$ cat src/sv/sra_pkg.sv
// ----------------------------------------------------------------------------
// sra_pkg
// Shared widths, codes and types of the sparse row accumulator.
// ----------------------------------------------------------------------------
package sra_pkg;

   localparam int COL_W = 10;
   localparam int VAL_W = 32;

   // operation codes of an input transaction
   localparam logic OP_ACCUM = 1'b0;
   localparam logic OP_DRAIN = 1'b1;

   typedef logic [COL_W-1:0]        col_type;
   typedef logic signed [VAL_W-1:0] value_type;

   // one accumulator memory word: list membership flag and running sum
   typedef struct packed {
      logic      touched;
      value_type sum;
   } acc_entry_type;

endpackage

$ cat src/sv/sra_mac.sv
// ----------------------------------------------------------------------------
// sra_mac
// Registered Q-format product, floor shift and saturating add to a sum.
// ----------------------------------------------------------------------------
module sra_mac #(
   parameter int FRAC_BITS = 16
) (
   input  logic               clock,
   input  logic               load,
   input  sra_pkg::value_type a_value,
   input  sra_pkg::value_type b_value,
   input  sra_pkg::value_type acc,
   output sra_pkg::value_type sum
);
   import sra_pkg::*;

   localparam int PROD_W = 2 * VAL_W;

   logic signed [PROD_W-1:0] prod_ff;
   logic signed [PROD_W-1:0] shifted;
   logic signed [PROD_W-1:0] total;
   logic [PROD_W-VAL_W:0]    top_bits;

   // capture the full product when the transaction is taken
   always_ff @(posedge clock) begin
      if (load) begin
         prod_ff <= PROD_W'(a_value) * PROD_W'(b_value);
      end
   end

   // arithmetic shift rounds toward minus infinity
   assign shifted  = prod_ff >>> FRAC_BITS;
   assign total    = PROD_W'(acc) + shifted;
   assign top_bits = total[PROD_W-1:VAL_W-1];

   // clamp to the signed 32-bit range
   always_comb begin
      if ((&top_bits) || !(|top_bits)) begin
         sum = total[VAL_W-1:0];
      end else if (total[PROD_W-1]) begin
         sum = {1'b1, {(VAL_W-1){1'b0}}};
      end else begin
         sum = {1'b0, {(VAL_W-1){1'b1}}};
      end
   end

endmodule

$ cat config.mk
export PLATFORM = sky130hd
export DESIGN_NAME = sra_mac
export DESIGN_NICKNAME = d
export VERILOG_FILES = /design/src/sv/sra_pkg.sv /design/src/sv/sra_mac.sv
export SDC_FILE = /design/constraint.sdc
export NUM_CORES = 2
export LEC_CHECK = 0
export ABC_CLOCK_PERIOD_IN_PS = 9070
export BUFFER_PORTS_ARGS = -buffer_cell sky130_fd_sc_hd__buf_2
export CAP_MARGIN = 20
export CORE_UTILIZATION = 50
export CTS_CLUSTER_SIZE = 25
export DETAILED_ROUTE_END_ITERATION = 10
export PLACE_DENSITY = 0.74
export SLEW_MARGIN = 10
export SYNTH_ARGS = -nofsm -noshare
export SYNTH_HDL_FRONTEND = slang
export SYNTH_SLANG_ARGS = --single-unit
$ cat constraint.sdc
create_clock -name clock -period 9.07 [get_ports clock]
set_clock_uncertainty 0.2 [all_clocks]
set_input_delay 1.814 -clock clock [delete_from_list [all_inputs] [get_ports clock]]
set_output_delay 1.814 -clock clock [all_outputs]
set_load 0.02 [all_outputs]
==> summary.md <==
| Metric | Value |
|---|---|
| Crit Path Category | in2reg |
| Class of the tightest hold or removal check | in2reg |
| Hold EP | prod_ff[27] |
| Row count | 103 |
| Area growth, synth to finish | 13.5% |
| Max Cap Violations | 0 |
| Failing checks | setup timing |
| Leading cell types in the layout, fill and taps excluded | sky130_fd_sc_hd__fa_1, sky130_fd_sc_hd__inv_1, sky130_fd_sc_hd__nand2_1, sky130_fd_sc_hd__and2_1, sky130_fd_sc_hd__buf_4 |
| Global route total overflow | 0 |
| Cell area after synthesis | 40400 µm² |
| Number of ports placed on the die boundary | 130 |
| Initial standard-cell utilization of the core | 50.8% |
| Max incr delay on CP | 620 ps |
| Status | finished, violations left |
| Critical Path Source Type | input port |
| FFs w/ async S/R, synth | 0% |
| Crit. End Element | register |
| Port Buf Inserts | 129 |
| Mean number of vias per cell | 5.35 |
| Setup repair after global routing missed its margin | true |
| Share of the synthesized area in the top cell type | 53.7% |
| Wirelength, routed | 106000 µm |
| Final critical delay including setup and external delays | 9090 ps |
| Gate count of the mapped netlist | 4302 |
| Dominant cell type by area after synthesis | sky130_fd_sc_hd__fa_1 |
| Highest fanout seen on the critical path | 10 |
| Transition at the pin with the smallest max-transition slack | 1100 ps |
| WL met2 | 55000 µm |
| Clk root buf | sky130_fd_sc_hd__clkbuf_16 |
| Leading cell type in the layout, fill and taps excluded | sky130_fd_sc_hd__fa_1 |
| Global placement routability congestion | 0.930 |
| Pre-CTS worst setup slack | -675 ps |
| Width of the die | 286 µm |
| Sequential fraction of the synthesis area | 3.57% |
| TritonCTS buffer count | 5 |
| Data arrival time at the worst-slack endpoint | 8930 ps |
| Vertical die dimension | 286 µm |
| Mapped Nets | 5710 |
| Remaining antenna violation count | 0 |
| Clock-pin slew on the worst setup and hold paths | 60 ps |
| Post-detail-place hpwl | 92200 µm |
| Avg Cell Area, Syn | 9.38 µm² |
| Number of enable flip-flop cells after synthesis | 48 |
| Biggest registers after layout | prod_ff (48) |
| Share of final-layout standard cells stronger than drive strength 1 | 14.4% |
| First-pass detailed-route iteration total | 8 |
| Worst hold path startpoint | load |
| Via count of the first global-routing pass | 32952 |
| Std-Cell Core Area | 79400 µm² |
| Total via count after detailed routing | 30225 |
| Register bank with the most flops | prod_ff |
| Number of storage elements in the synthesis netlist | 48 |
| Maximum buffer depth of the clock tree | 2 |
| Avg WL per Cell | 18.7 µm |
| Flip-flop count of the largest register, all copies and words added | 48 |
| Upper clock frequency limit | 0.110 GHz |
| Nets | 6009 |
| Fin. max-slew vios | 0 |
| Number of antenna violations at the first check in global routing | 2 |
| Total clock sinks | 48 |
| Length of routed wiring on met1 | 40400 µm |
| Count of hold buffers inserted by post-cts repair | 0 |
| WP data required | 8910 ps |
| Total DRC errors in the routed layout | 0 |
| Setup Viol. Count Final | 2 |
| TritonCTS clock tree | yes |
| Crit path max-delay cell type | sky130_fd_sc_hd__fa_1 |
| Filler cell count in the final layout | 6740 |
| CP dominant cell by count | sky130_fd_sc_hd__fa_1 |
| Number of distinct standard cells referenced by the synthesized netlist | 84 |
| Hold Path Stages | 1 |
| Part of the cycle the worst path needs | 100% |
| Number of levels in the clock H-tree | 2 |
| Slew HR | 26.4% |
| Flip-flop cell with the highest count after synthesis | sky130_fd_sc_hd__edfxtp_1 |
| Full die area | 81900 µm² |
| Post-route core utilization | 57.7% |
| Total routing usage reported by global routing | 26.1% |
| Slack of the critical path | -23.6 ps |
| Top post-synthesis cells by area | sky130_fd_sc_hd__fa_1, sky130_fd_sc_hd__inv_1, sky130_fd_sc_hd__and2_1 |
| Iteration-0 DRC Markers | 1983 |
| Crit path cell chain | buf_6 -> buf_8 -> buf_4 -> and2_1 -> fa_1 -> fa_1 -> fa_1 -> fa_1 -> fa_2 -> fa_1 -> fa_1 -> fa_1 -> ha_4 -> a21o_1 -> a221o_1 -> a31oi_2 -> o21ai_2 -> a21oi_4 -> o31ai_4 -> a41oi_2 -> o31ai_4 -> a211oi_2 -> o21bai_1 -> xnor2_1 |
| Final Hold Violating Endpoints | 0 |
| Count of synthesis-stage warnings from yosys | 0 |
| Routed met3 length | 5390 µm |
| Max Used Layer | met4 |
| Global-route wire length before repair | 169000 µm |
| Maximum number of pins on one net before global-route repair | 49 |
[critical path: cells and delay by family]
| kind | cells | cell delay (ps) |
|---|---|---|
| AOI/OAI and AO/OA | 10 | 1930 |
| and+or+nand+nor | 1 | 170 |
| adders and majority gates | 9 | 4440 |
| buffers and inverters | 3 | 430 |
| xor gates and xnor gates | 1 | 120 |
[cell usage after synthesis (all sizes together), types with 5 or more instances]
cell / n
nand3: 24
nor4: 8
and2: 515
o211ai: 9
fa: 1082
nand2: 551
a221o: 30
and4: 8
nand2b: 12
mux2i: 5
ha: 228
clkbuf: 210
edfxtp: 48
inv: 957
o21bai: 11
xnor2: 61
or3: 5
nor3: 19
xor2: 40
a21o: 46
and3: 12
o31ai: 8
a21oi: 110
a31oi: 14
a211oi: 9
a21boi: 5
nor2: 137
nand4: 15
o21ai: 47
buf: 17
[final cells by class]
| class | instances | area (µm²) | area share, % |
|---|---|---|---|
| Tap cell | 1050 | 1310 | 2.87 |
| Inverter | 957 | 3600 | 7.87 |
| Multi-Input combinational cell | 3068 | 34800 | 76.0 |
| Clock inverter | 3 | 68.8 | 0.150 |
| Clock buffer | 5 | 125 | 0.273 |
| Sequential cell | 48 | 1440 | 3.15 |
| Antenna cell | 1 | 2.50 | 0.00546 |
| Timing Repair Buffer | 521 | 4460 | 9.74 |
[stage by stage]
| stage | hold WS, ps | instances | TNS (ps) | area [µm²] |
|---|---|---|---|---|
| after global placement | 2370 | 5614 | -8680 | 44400 |
| after detailed placement | 2410 | 5614 | -11070 | 44400 |
| after CTS | 2110 | 5624 | 0 | 44900 |
| after global routing | 2130 | 5652 | -1050 | 45800 |
| after floorplan | 1730 | 4302 | -38.3 | 40500 |
| final | 2100 | 5653 | -31.0 | 45800 |
[worst max path at each step]
stage / to / cells past startpoint / slack [ps] / start
CTS: prod_ff[63] / 25 / 10 / a_value[7]
detailed placement: prod_ff[54] / 27 / -670 / b_value[8]
global route: prod_ff[61] / 28 / -220 / a_value[9]
floorplan: prod_ff[63] / 23 / -40 / a_value[31]
finish: prod_ff[63] / 24 / -20 / a_value[9]
global placement: prod_ff[54] / 25 / -550 / a_value[14]
[per-layer routing]
| metal | vias up | global-route usage, % |
|---|---|---|
| met2 | 1003 | 47.1 |
| li1 | 13274 | - |
| met3 | 240 | 1.88 |
| met1 | 15708 | 32.3 |
| met5 | - | 0 |
| met4 | 0 | 10.8 |
[cells by family (layout without fill, tap and decap cells)]
family	after synthesis	after routing	share of synthesized area [%]
compound gates	330	330	5.72
xor+xnor	101	101	2.19
fa+ha+maj	1310	1310	60.7
buf+inv	1186	1486	11.4
flops	48	48	3.57
mux	6	6	0.152
other cells	0	1	0
simple gates	1321	1321	16.2
[repair_timing]
item	CTS	global route
cloned	0	5
setup endpoints to repair	19	23
buffers inserted	6	24
gates resized for setup	69	173
pin swaps	22	67
Power is not shown: default switching activity piles up to over one toggle a cycle in this logic, so the estimate is an artifact.
